**src/hdl/rcm_pkg.sv**
```systemverilog
`default_nettype none
// ----------------------------------------------------------------------------
// rcm_pkg
// Shared types, widths and constants of the raycast column texel mapper.
// ----------------------------------------------------------------------------
package rcm_pkg;

    // Screen and texture geometry (textures are a power of two on each side)
    localparam int SCREEN_HEIGHT  = 512;
    localparam int TEXTURE_WIDTH  = 64;
    localparam int TEXTURE_HEIGHT = 64;
    localparam int TEX_W_BITS     = $clog2(TEXTURE_WIDTH);
    localparam int TEX_H_BITS     = $clog2(TEXTURE_HEIGHT);

    // Field widths
    localparam int COLUMN_W = 10;
    localparam int ROW_W    = 9;
    localparam int POS_W    = 24;
    localparam int RAY_W    = 18;
    localparam int DIST_W   = 24;
    localparam int HEIGHT_W = 16;
    localparam int TEXEL_W  = 6;
    localparam int COLOR_W  = 32;
    localparam int PITCH_W  = 10;

    // Product of distance and ray component; texel x is the top of its low word
    localparam int PROD_W   = DIST_W + 1 + RAY_W;
    localparam int FRAC_MSB = 31;

    // Row offset n and its magnitude
    localparam int N_W   = 18;
    localparam int MAG_W = N_W - 1;

    // Restoring divider: magnitude times texture height over slice height
    localparam int REM_W      = HEIGHT_W;
    localparam int DIV_STEPS  = 2;
    localparam int DIV_BITS   = MAG_W + TEX_H_BITS;
    localparam int DIV_STAGES = (DIV_BITS + DIV_STEPS - 1) / DIV_STEPS;
    localparam int DIV_DW     = DIV_STAGES * DIV_STEPS;

    // Configuration register indexes
    localparam int CFG_IDX_W = 2;
    localparam logic [CFG_IDX_W-1:0] CFG_CEILING_COLOR = 2'd0;
    localparam logic [CFG_IDX_W-1:0] CFG_FLOOR_COLOR   = 2'd1;
    localparam logic [CFG_IDX_W-1:0] CFG_VIEW_PITCH    = 2'd2;

    localparam logic signed [PITCH_W-1:0] PITCH_RESET = 10'sd100;

    typedef enum logic [1:0] {
        KIND_CEILING = 2'd0,
        KIND_WALL    = 2'd1,
        KIND_FLOOR   = 2'd2
    } kind_t;

    typedef enum logic [1:0] {
        FACE_NORTH = 2'd0,
        FACE_SOUTH = 2'd1,
        FACE_WEST  = 2'd2,
        FACE_EAST  = 2'd3
    } face_t;

    // Per-pixel data that rides alongside the divider
    typedef struct packed {
        kind_t                 kind;
        face_t                 face;
        logic [TEX_W_BITS-1:0] tx;
        logic                  neg;
        logic                  zero_h;
        logic [COLUMN_W-1:0]   column;
        logic [ROW_W-1:0]      row;
    } side_t;

    // Divider working set: partial remainder, divisor, dividend/quotient shift
    typedef struct packed {
        logic [REM_W-1:0]    rem;
        logic [HEIGHT_W-1:0] divisor;
        logic [DIV_DW-1:0]   dq;
    } div_t;

endpackage : rcm_pkg
`default_nettype wire

```
**src/hdl/rcm_front.sv**
```systemverilog
`default_nettype none
// ----------------------------------------------------------------------------
// rcm_front
// First stage: classify the row, pick the face, form texel x from the hit
// fraction and prepare the texel y division.
// ----------------------------------------------------------------------------
module rcm_front (
    input  wire logic                                aclk,
    input  wire logic                                aresetn,
    input  wire logic                                in_valid,
    output logic                                     in_ready,
    input  wire logic [rcm_pkg::COLUMN_W-1:0]        column,
    input  wire logic [rcm_pkg::ROW_W-1:0]           row,
    input  wire logic signed [rcm_pkg::RAY_W-1:0]    ray_x,
    input  wire logic signed [rcm_pkg::RAY_W-1:0]    ray_y,
    input  wire logic [rcm_pkg::DIST_W-1:0]          wall_distance,
    input  wire logic                                hit_side,
    input  wire logic [rcm_pkg::HEIGHT_W-1:0]        slice_height,
    input  wire logic [rcm_pkg::ROW_W-1:0]           slice_top,
    input  wire logic [rcm_pkg::ROW_W-1:0]           slice_end,
    input  wire logic signed [rcm_pkg::PITCH_W-1:0]  view_pitch,
    output logic                                     out_valid,
    input  wire logic                                out_ready,
    output rcm_pkg::side_t                           out_side,
    output rcm_pkg::div_t                            out_div
);

    logic                                   valid_reg;
    rcm_pkg::side_t                         side_reg;
    rcm_pkg::side_t                         side_next;
    rcm_pkg::div_t                          div_reg;
    rcm_pkg::div_t                          div_next;

    logic signed [rcm_pkg::RAY_W-1:0]       ray_sel;
    logic signed [rcm_pkg::PROD_W-1:0]      prod;
    logic                                   rx_pos;
    logic                                   ry_pos;
    logic                                   ry_neg;
    logic                                   mirror;
    logic signed [rcm_pkg::N_W-1:0]         n;
    logic [rcm_pkg::N_W-1:0]                n_abs;

    always_comb begin
        ray_sel = hit_side ? ray_x : ray_y;
        prod    = $signed({1'b0, wall_distance}) * ray_sel;

        rx_pos = !ray_x[rcm_pkg::RAY_W-1] && (ray_x != '0);
        ry_pos = !ray_y[rcm_pkg::RAY_W-1] && (ray_y != '0);
        ry_neg = ray_y[rcm_pkg::RAY_W-1];
        mirror = hit_side ? ry_neg : rx_pos;

        n = rcm_pkg::N_W'($signed({1'b0, row}))
          - rcm_pkg::N_W'(view_pitch)
          - rcm_pkg::N_W'(rcm_pkg::SCREEN_HEIGHT / 2)
          + rcm_pkg::N_W'($signed({1'b0, slice_height[rcm_pkg::HEIGHT_W-1:1]}));
        n_abs = n[rcm_pkg::N_W-1] ? rcm_pkg::N_W'(-n) : rcm_pkg::N_W'(n);

        side_next.column = column;
        side_next.row    = row;
        if (row < slice_top) begin
            side_next.kind = rcm_pkg::KIND_CEILING;
        end else if (row >= slice_end) begin
            side_next.kind = rcm_pkg::KIND_FLOOR;
        end else begin
            side_next.kind = rcm_pkg::KIND_WALL;
        end
        if (hit_side) begin
            side_next.face = ry_pos ? rcm_pkg::FACE_SOUTH : rcm_pkg::FACE_NORTH;
        end else begin
            side_next.face = rx_pos ? rcm_pkg::FACE_EAST : rcm_pkg::FACE_WEST;
        end
        // Mirror within the texture: W-1-x is the bitwise complement
        side_next.tx = prod[rcm_pkg::FRAC_MSB -: rcm_pkg::TEX_W_BITS]
                     ^ {rcm_pkg::TEX_W_BITS{mirror}};
        side_next.neg    = n[rcm_pkg::N_W-1];
        side_next.zero_h = (slice_height == '0);

        div_next.rem     = '0;
        div_next.divisor = slice_height;
        div_next.dq      = rcm_pkg::DIV_DW'({n_abs[rcm_pkg::MAG_W-1:0],
                                             {rcm_pkg::TEX_H_BITS{1'b0}}});
    end

    assign in_ready = !valid_reg || out_ready;

    always_ff @(posedge aclk) begin
        if (!aresetn) begin
            valid_reg <= 1'b0;
        end else if (in_ready) begin
            valid_reg <= in_valid;
        end
    end

    always_ff @(posedge aclk) begin
        if (in_ready && in_valid) begin
            side_reg <= side_next;
            div_reg  <= div_next;
        end
    end

    assign out_valid = valid_reg;
    assign out_side  = side_reg;
    assign out_div   = div_reg;

endmodule : rcm_front
`default_nettype wire

```
**src/hdl/rcm_div_stage.sv**
```systemverilog
`default_nettype none
// ----------------------------------------------------------------------------
// rcm_div_stage
// One register stage of the restoring divider: DIV_STEPS quotient bits per stage.
// ----------------------------------------------------------------------------
module rcm_div_stage (
    input  wire logic            aclk,
    input  wire logic            aresetn,
    input  wire logic            in_valid,
    output logic                 in_ready,
    input  wire rcm_pkg::side_t  in_side,
    input  wire rcm_pkg::div_t   in_div,
    output logic                 out_valid,
    input  wire logic            out_ready,
    output rcm_pkg::side_t       out_side,
    output rcm_pkg::div_t        out_div
);

    logic                        valid_reg;
    rcm_pkg::side_t              side_reg;
    rcm_pkg::div_t               div_reg;
    rcm_pkg::div_t               div_next;
    logic [rcm_pkg::REM_W:0]     trial;
    logic                        qbit;

    always_comb begin
        div_next = in_div;
        trial    = '0;
        qbit     = 1'b0;
        for (int k = 0; k < rcm_pkg::DIV_STEPS; k++) begin
            trial = {div_next.rem, div_next.dq[rcm_pkg::DIV_DW-1]};
            qbit  = (trial >= {1'b0, div_next.divisor});
            if (qbit) begin
                div_next.rem = rcm_pkg::REM_W'(trial - {1'b0, div_next.divisor});
            end else begin
                div_next.rem = trial[rcm_pkg::REM_W-1:0];
            end
            div_next.dq = {div_next.dq[rcm_pkg::DIV_DW-2:0], qbit};
        end
    end

    assign in_ready = !valid_reg || out_ready;

    always_ff @(posedge aclk) begin
        if (!aresetn) begin
            valid_reg <= 1'b0;
        end else if (in_ready) begin
            valid_reg <= in_valid;
        end
    end

    always_ff @(posedge aclk) begin
        if (in_ready && in_valid) begin
            side_reg <= in_side;
            div_reg  <= div_next;
        end
    end

    assign out_valid = valid_reg;
    assign out_side  = side_reg;
    assign out_div   = div_reg;

endmodule : rcm_div_stage
`default_nettype wire

```
**src/hdl/raycast_column_texel_mapper.sv**
```systemverilog
`default_nettype none
// ----------------------------------------------------------------------------
// raycast_column_texel_mapper
// Per-pixel ceiling/wall/floor classification and wall texel coordinates.
// ----------------------------------------------------------------------------
// Takes one screen pixel per request together with the ray hit data of its
// column and returns one result per request, in order. Throughput is one
// pixel per clock while results are taken; texel y comes from the pipelined
// restoring divider at two quotient bits per stage. Every stage carries its
// own valid bit and takes a new request whenever it is empty or its
// successor moves, so bubbles are squeezed out and a held result does not
// block fresh requests until the pipeline is full. Configuration (ceiling
// color, floor color, view pitch) is written through the cfg_ port, which is
// always ready; write it only while no pixel is in flight. Writes to an
// unused index are dropped.
// ----------------------------------------------------------------------------
module raycast_column_texel_mapper (
    input  wire logic                                aclk,
    input  wire logic                                aresetn,

    // Configuration write channel
    input  wire logic                                cfg_valid,
    output logic                                     cfg_ready,
    input  wire logic [rcm_pkg::CFG_IDX_W-1:0]       cfg_index,
    input  wire logic [rcm_pkg::COLOR_W-1:0]         cfg_data,

    // Pixel request channel
    input  wire logic                                s_valid,
    output logic                                     s_ready,
    input  wire logic [rcm_pkg::COLUMN_W-1:0]        s_column,
    input  wire logic [rcm_pkg::ROW_W-1:0]           s_row,
    input  wire logic [rcm_pkg::POS_W-1:0]           s_player_x,
    input  wire logic [rcm_pkg::POS_W-1:0]           s_player_y,
    input  wire logic signed [rcm_pkg::RAY_W-1:0]    s_ray_x,
    input  wire logic signed [rcm_pkg::RAY_W-1:0]    s_ray_y,
    input  wire logic [rcm_pkg::DIST_W-1:0]          s_wall_distance,
    input  wire logic                                s_hit_side,
    input  wire logic [rcm_pkg::HEIGHT_W-1:0]        s_slice_height,
    input  wire logic [rcm_pkg::ROW_W-1:0]           s_slice_top,
    input  wire logic [rcm_pkg::ROW_W-1:0]           s_slice_end,

    // Result channel
    output logic                                     m_valid,
    input  wire logic                                m_ready,
    output logic [rcm_pkg::COLUMN_W-1:0]             m_out_column,
    output logic [rcm_pkg::ROW_W-1:0]                m_out_row,
    output logic [1:0]                               m_pixel_kind,
    output logic [1:0]                               m_wall_face,
    output logic [rcm_pkg::TEXEL_W-1:0]              m_texel_x,
    output logic [rcm_pkg::TEXEL_W-1:0]              m_texel_y,
    output logic [rcm_pkg::COLOR_W-1:0]              m_fill_color
);

    // Configuration registers
    logic [rcm_pkg::COLOR_W-1:0]         ceiling_color_reg;
    logic [rcm_pkg::COLOR_W-1:0]         floor_color_reg;
    logic signed [rcm_pkg::PITCH_W-1:0]  view_pitch_reg;

    // Pipeline links: index 0 is the front stage, the rest are divider stages
    logic                                pipe_valid [0:rcm_pkg::DIV_STAGES];
    logic                                pipe_ready [0:rcm_pkg::DIV_STAGES];
    rcm_pkg::side_t                      pipe_side  [0:rcm_pkg::DIV_STAGES];
    rcm_pkg::div_t                       pipe_div   [0:rcm_pkg::DIV_STAGES];

    // Output register
    logic                                m_valid_reg;
    logic                                out_ready;
    logic [rcm_pkg::COLUMN_W-1:0]        column_reg;
    logic [rcm_pkg::ROW_W-1:0]           row_reg;
    rcm_pkg::kind_t                      kind_reg;
    rcm_pkg::kind_t                      kind_next;
    rcm_pkg::face_t                      face_reg;
    rcm_pkg::face_t                      face_next;
    logic [rcm_pkg::TEXEL_W-1:0]         texel_x_reg;
    logic [rcm_pkg::TEXEL_W-1:0]         texel_x_next;
    logic [rcm_pkg::TEXEL_W-1:0]         texel_y_reg;
    logic [rcm_pkg::TEXEL_W-1:0]         texel_y_next;
    logic [rcm_pkg::COLOR_W-1:0]         color_reg;
    logic [rcm_pkg::COLOR_W-1:0]         color_next;
    logic [rcm_pkg::TEX_H_BITS-1:0]      quot_low;
    logic [rcm_pkg::TEX_H_BITS-1:0]      ty_wrapped;
    rcm_pkg::side_t                      last_side;

    // ------------------------------------------------------------------------
    // Configuration: always ready, unknown indexes are dropped
    // ------------------------------------------------------------------------
    assign cfg_ready = 1'b1;

    always_ff @(posedge aclk) begin
        if (!aresetn) begin
            ceiling_color_reg <= '0;
            floor_color_reg   <= '0;
            view_pitch_reg    <= rcm_pkg::PITCH_RESET;
        end else if (cfg_valid) begin
            unique case (cfg_index)
                rcm_pkg::CFG_CEILING_COLOR: ceiling_color_reg <= cfg_data;
                rcm_pkg::CFG_FLOOR_COLOR:   floor_color_reg   <= cfg_data;
                rcm_pkg::CFG_VIEW_PITCH:
                    view_pitch_reg <= cfg_data[rcm_pkg::PITCH_W-1:0];
                default: ;
            endcase
        end
    end

    // ------------------------------------------------------------------------
    // Front stage: classification, face, texel x, division setup. The player
    // position only shifts the hit coordinate by whole map units, so its
    // fraction (and texel x) comes from the distance-times-ray product alone.
    // ------------------------------------------------------------------------
    rcm_front u_front (
        .aclk          (aclk),
        .aresetn       (aresetn),
        .in_valid      (s_valid),
        .in_ready      (s_ready),
        .column        (s_column),
        .row           (s_row),
        .ray_x         (s_ray_x),
        .ray_y         (s_ray_y),
        .wall_distance (s_wall_distance),
        .hit_side      (s_hit_side),
        .slice_height  (s_slice_height),
        .slice_top     (s_slice_top),
        .slice_end     (s_slice_end),
        .view_pitch    (view_pitch_reg),
        .out_valid     (pipe_valid[0]),
        .out_ready     (pipe_ready[0]),
        .out_side      (pipe_side[0]),
        .out_div       (pipe_div[0])
    );

    // ------------------------------------------------------------------------
    // Divider chain: |n| * TEXTURE_HEIGHT / slice_height
    // ------------------------------------------------------------------------
    for (genvar g = 1; g <= rcm_pkg::DIV_STAGES; g++) begin : g_div
        rcm_div_stage u_stage (
            .aclk      (aclk),
            .aresetn   (aresetn),
            .in_valid  (pipe_valid[g-1]),
            .in_ready  (pipe_ready[g-1]),
            .in_side   (pipe_side[g-1]),
            .in_div    (pipe_div[g-1]),
            .out_valid (pipe_valid[g]),
            .out_ready (pipe_ready[g]),
            .out_side  (pipe_side[g]),
            .out_div   (pipe_div[g])
        );
    end

    assign out_ready                         = !m_valid_reg || m_ready;
    assign pipe_ready[rcm_pkg::DIV_STAGES]   = out_ready;
    assign last_side                         = pipe_side[rcm_pkg::DIV_STAGES];

    // ------------------------------------------------------------------------
    // Output formatting: apply the sign of n to the quotient (truncation
    // toward zero), wrap to the texture height, zero fields by pixel kind.
    // ------------------------------------------------------------------------
    always_comb begin
        quot_low   = pipe_div[rcm_pkg::DIV_STAGES].dq[rcm_pkg::TEX_H_BITS-1:0];
        ty_wrapped = last_side.neg ? rcm_pkg::TEX_H_BITS'(-quot_low) : quot_low;
        kind_next  = last_side.kind;

        face_next    = rcm_pkg::FACE_NORTH;
        texel_x_next = '0;
        texel_y_next = '0;
        color_next   = '0;
        case (last_side.kind)
            rcm_pkg::KIND_CEILING: color_next = ceiling_color_reg;
            rcm_pkg::KIND_FLOOR:   color_next = floor_color_reg;
            rcm_pkg::KIND_WALL: begin
                face_next    = last_side.face;
                texel_x_next = rcm_pkg::TEXEL_W'(last_side.tx);
                // Zero slice height: the quotient is ignored, texel row 0
                if (!last_side.zero_h) begin
                    texel_y_next = rcm_pkg::TEXEL_W'(ty_wrapped);
                end
            end
            default: ;
        endcase
    end

    always_ff @(posedge aclk) begin
        if (!aresetn) begin
            m_valid_reg <= 1'b0;
        end else if (out_ready) begin
            m_valid_reg <= pipe_valid[rcm_pkg::DIV_STAGES];
        end
    end

    always_ff @(posedge aclk) begin
        if (out_ready && pipe_valid[rcm_pkg::DIV_STAGES]) begin
            column_reg  <= last_side.column;
            row_reg     <= last_side.row;
            kind_reg    <= kind_next;
            face_reg    <= face_next;
            texel_x_reg <= texel_x_next;
            texel_y_reg <= texel_y_next;
            color_reg   <= color_next;
        end
    end

    assign m_valid      = m_valid_reg;
    assign m_out_column = column_reg;
    assign m_out_row    = row_reg;
    assign m_pixel_kind = kind_reg;
    assign m_wall_face  = face_reg;
    assign m_texel_x    = texel_x_reg;
    assign m_texel_y    = texel_y_reg;
    assign m_fill_color = color_reg;

endmodule : raycast_column_texel_mapper
`default_nettype wire

```
**config.mk**
```make
export PLATFORM = sky130hd
export DESIGN_NAME = raycast_column_texel_mapper
export DESIGN_NICKNAME = d
export VERILOG_FILES = /design/src/hdl/rcm_pkg.sv /design/src/hdl/rcm_front.sv /design/src/hdl/rcm_div_stage.sv /design/src/hdl/raycast_column_texel_mapper.sv
export SDC_FILE = /design/constraint.sdc
export NUM_CORES = 2
export LEC_CHECK = 0
export BUFFER_PORTS_ARGS = -buffer_cell sky130_fd_sc_hd__buf_2
export CAP_MARGIN = 40
export CORE_ASPECT_RATIO = 1.5
export CORE_MARGIN = 3
export CORE_UTILIZATION = 50
export CTS_CLUSTER_DIAMETER = 100
export DETAILED_ROUTE_END_ITERATION = 10
export PLACE_DENSITY = 0.66
export SLEW_MARGIN = 20
export SYNTH_ARGS = -nofsm -noshare
export SYNTH_HDL_FRONTEND = slang
export SYNTH_HIERARCHICAL = 1
export SYNTH_SLANG_ARGS = --single-unit
```
**constraint.sdc**
```tcl
create_clock -name aclk -period 9.7 [get_ports aclk]
set_clock_uncertainty 0.1 [all_clocks]
set_input_delay 0.97 -clock aclk [delete_from_list [all_inputs] [get_ports aclk]]
set_output_delay 0.97 -clock aclk [all_outputs]
set_load 0.02 [all_outputs]
```
==> key figures <==
Status
  • Outcome: finished clean

Worst setup path
  • Setup Crit Path Kind: input pin to flip-flop
  • R2R setup slack: 3.09 ns
  • Most common cell on crit path: fa_1
  • CP Launch Type: input pin
  • CP Data Required Time: 10.04 ns
  • R2r startpoint: g_div[8].u_stage/out_div[34]$_DFFE_PP_
  • Worst path cell trace: buf_2, mux2i_1, buf_4, nor2_1, fa_1, fa_1, fa_1, fa_1, fa_1, inv_1, fa_1, inv_1, ha_1, a21oi_1, nor2b_1, o21ai_0, a21oi_1, a221o_1, a31oi_4, o2111ai_1, xnor2_1
  • CP arrival: 7.51 ns
  • Crit path max-delay cell type: mux2i_1
  • Critical Path Fanout Max: 21
  • Reg2reg end: g_div[9].u_stage/out_div[40]$_DFFE_PP_
  • Worst r2r path cells: 17
  • Slowest cell delay on critical path: 0.70 ns
  • Crit. End Element: flip-flop

Die
  • Row count: 169
  • CORE AREA: 142000 µm²
  • DIE WIDTH: 315 µm
  • Top-Level Pins: 271
  • Initial core utilization: 0.505
  • Die footprint: 148000 µm²
  • Die height: 470 µm

Timing
  • Worst slew pin tran: 0.868 ns
  • Fmax: 0.139 GHz
  • Fin Setup TNS: 0 ns
  • Final setup margin: 2.53 ns
  • Fin. max-slew vios: 0
  • RSZ-0062 raised after global routing: false
  • Post-layout min period: 7.17 ns
  • Slew HR: 0.414
  • Final period util: 0.739
  • Final setup vio count: 0
  • Final hold vios: 0

Global route
  • Initial antenna violation count: 10
  • Tot GR Track Use: 0.218
  • Largest net degree at the start of global routing: 89
  • Overflow left after global routing: 0
  • Number of global-route vias before repair: 49400
  • First-pass GRT wire length: 256 mm

Cells and area
  • Max reg flops: 496
  • Commonest cells after routing, fill and taps aside: edfxtp_1, inv_1, ha_1, nand2_1, nor2_1
  • Final nets: 7514
  • Layout cells sized above 1: 0.128
  • Fin area: 78100 µm²
  • Non-Filler Instances: 8417
  • Commonest non-fill, non-tap cell in the layout: edfxtp_1
  • P&R area growth vs syn: 8.98%

CTS
  • CTS Buf Count: 102
  • CTS tree: done
  • Hold_buf cts: 0
  • CTS resizes: 0
  • Setup bufs post-CTS: 0
  • H-Tree Depth: 3
  • Clk slew on worst S/H paths: 0.06 ns
  • # clock sinks: 1087
  • Root Buffer: clkbuf_16
  • Skew-Pair Late Insertion Delay: 0.71 ns
  • Clock Path Buffers: 3

Routing
  • Routed length per instance: 19.2 µm
  • Met2 wire len: 91.0 mm
  • Drt first pass iters: 5
  • Vias per inst: 5.57
  • Metal3 WL: 5.92 mm
  • Final WL: 162 mm
  • Drc violations: 0
  • DR iter-0 viols: 2320
  • WL met1: 54.9 mm
  • Top routing layer in use: met5
  • DRT antenna net count: 0
  • Vias: 46800

Synth
  • Mean post-synth cell area: 11.5 µm²
  • Synthesized instance count: 6245
  • Area of the mapped netlist: 71700 µm²
  • Synth Warn #: 6

Placement
  • Buffers on Ports: 221
  • Placer Congestion: 0.917
  • Place WS: 1.87 ns
  • DP HPWL: 127 mm
  • Placed Area: 74600 µm²
  • Placed cells: 8219

Pwr
  • VDD IR max: 0.000428 V
  • Static leakage: 31.5 nW
  • Pwr Total: 0.0166 W
  • PD cells: 212 nW/µm²

Worst hold path
  • Worst Hold Depth: 0
  • Hold_sp: g_div[6].u_stage/out_side[27]$_DFFE_PP_
  • End of the worst hold path: g_div[7].u_stage/out_side[27]$_DFFE_PP_
  • Worst hold path type: flip-flop to flip-flop

Run
  • Max-cap viol count: 0
## area by class of cell
| type | instances | area (µm²) |
|---|---|---|
| fill | 12100 | 63800 |
| multi-input combinational | 4211 | 36000 |
| sequential | 1087 | 31800 |
| inverter | 781 | 2970 |
| clock buffer | 127 | 2680 |
| tap | 1881 | 2350 |
| timing repair buffer | 262 | 1580 |
| clock inverter | 60 | 747 |
| antenna | 8 | 20.0 |
## power by group
| part | internal, W | switching, W | leakage [nW] |
|---|---|---|---|
| combinational | 0.00316 | 0.00392 | 20.0 |
| clock | 0.00228 | 0.00177 | 1.64 |
| sequential | 0.00540 | 0.0000595 | 9.85 |
| total | 0.0108 | 0.00575 | 31.5 |
## worst max-delay path by stage
stage,start,to,slack [ns],depth (start not counted)
2_1_floorplan,s_hit_side,u_front/out_side[25]$_DFFE_PP_,2.24,25
3_3_place_gp,s_hit_side,u_front/out_side[25]$_DFFE_PP_,1.89,23
3_5_place_dp,s_hit_side,u_front/out_side[26]$_DFFE_PP_,1.87,21
4_1_cts,s_hit_side,u_front/out_side[26]$_DFFE_PP_,2.63,21
5_1_grt,s_hit_side,u_front/out_side[25]$_DFFE_PP_,2.33,23
6_report,s_hit_side,u_front/out_side[26]$_DFFE_PP_,2.53,21
## routing by layer
layer	vias to the layer above	track usage
met5	-	0
met3	449	0.0290
met2	1043	0.433
li1	22400	-
met4	4	0.126
met1	22900	0.209
## critical path: cells and delay by family
family	cells	cell delay (ns)
buffers and inverters	4	0.82
AOI/OAI and AO/OA	6	1.24
and+or+nand+nor	2	0.14
muxes	1	0.70
adders and majority gates	7	3.45
xor gates and xnor gates	1	0.16
## metrics by stage
step / utilization / hold slack [ns]
floorplan: - / 0.300
global placement: 0.524 / 0.300
detailed placement: 0.526 / 0.305
CTS: 0.550 / 0.260
global route: 0.551 / 0.282
finish: 0.551 / 0.296
(Power assumes the default switching activity.)
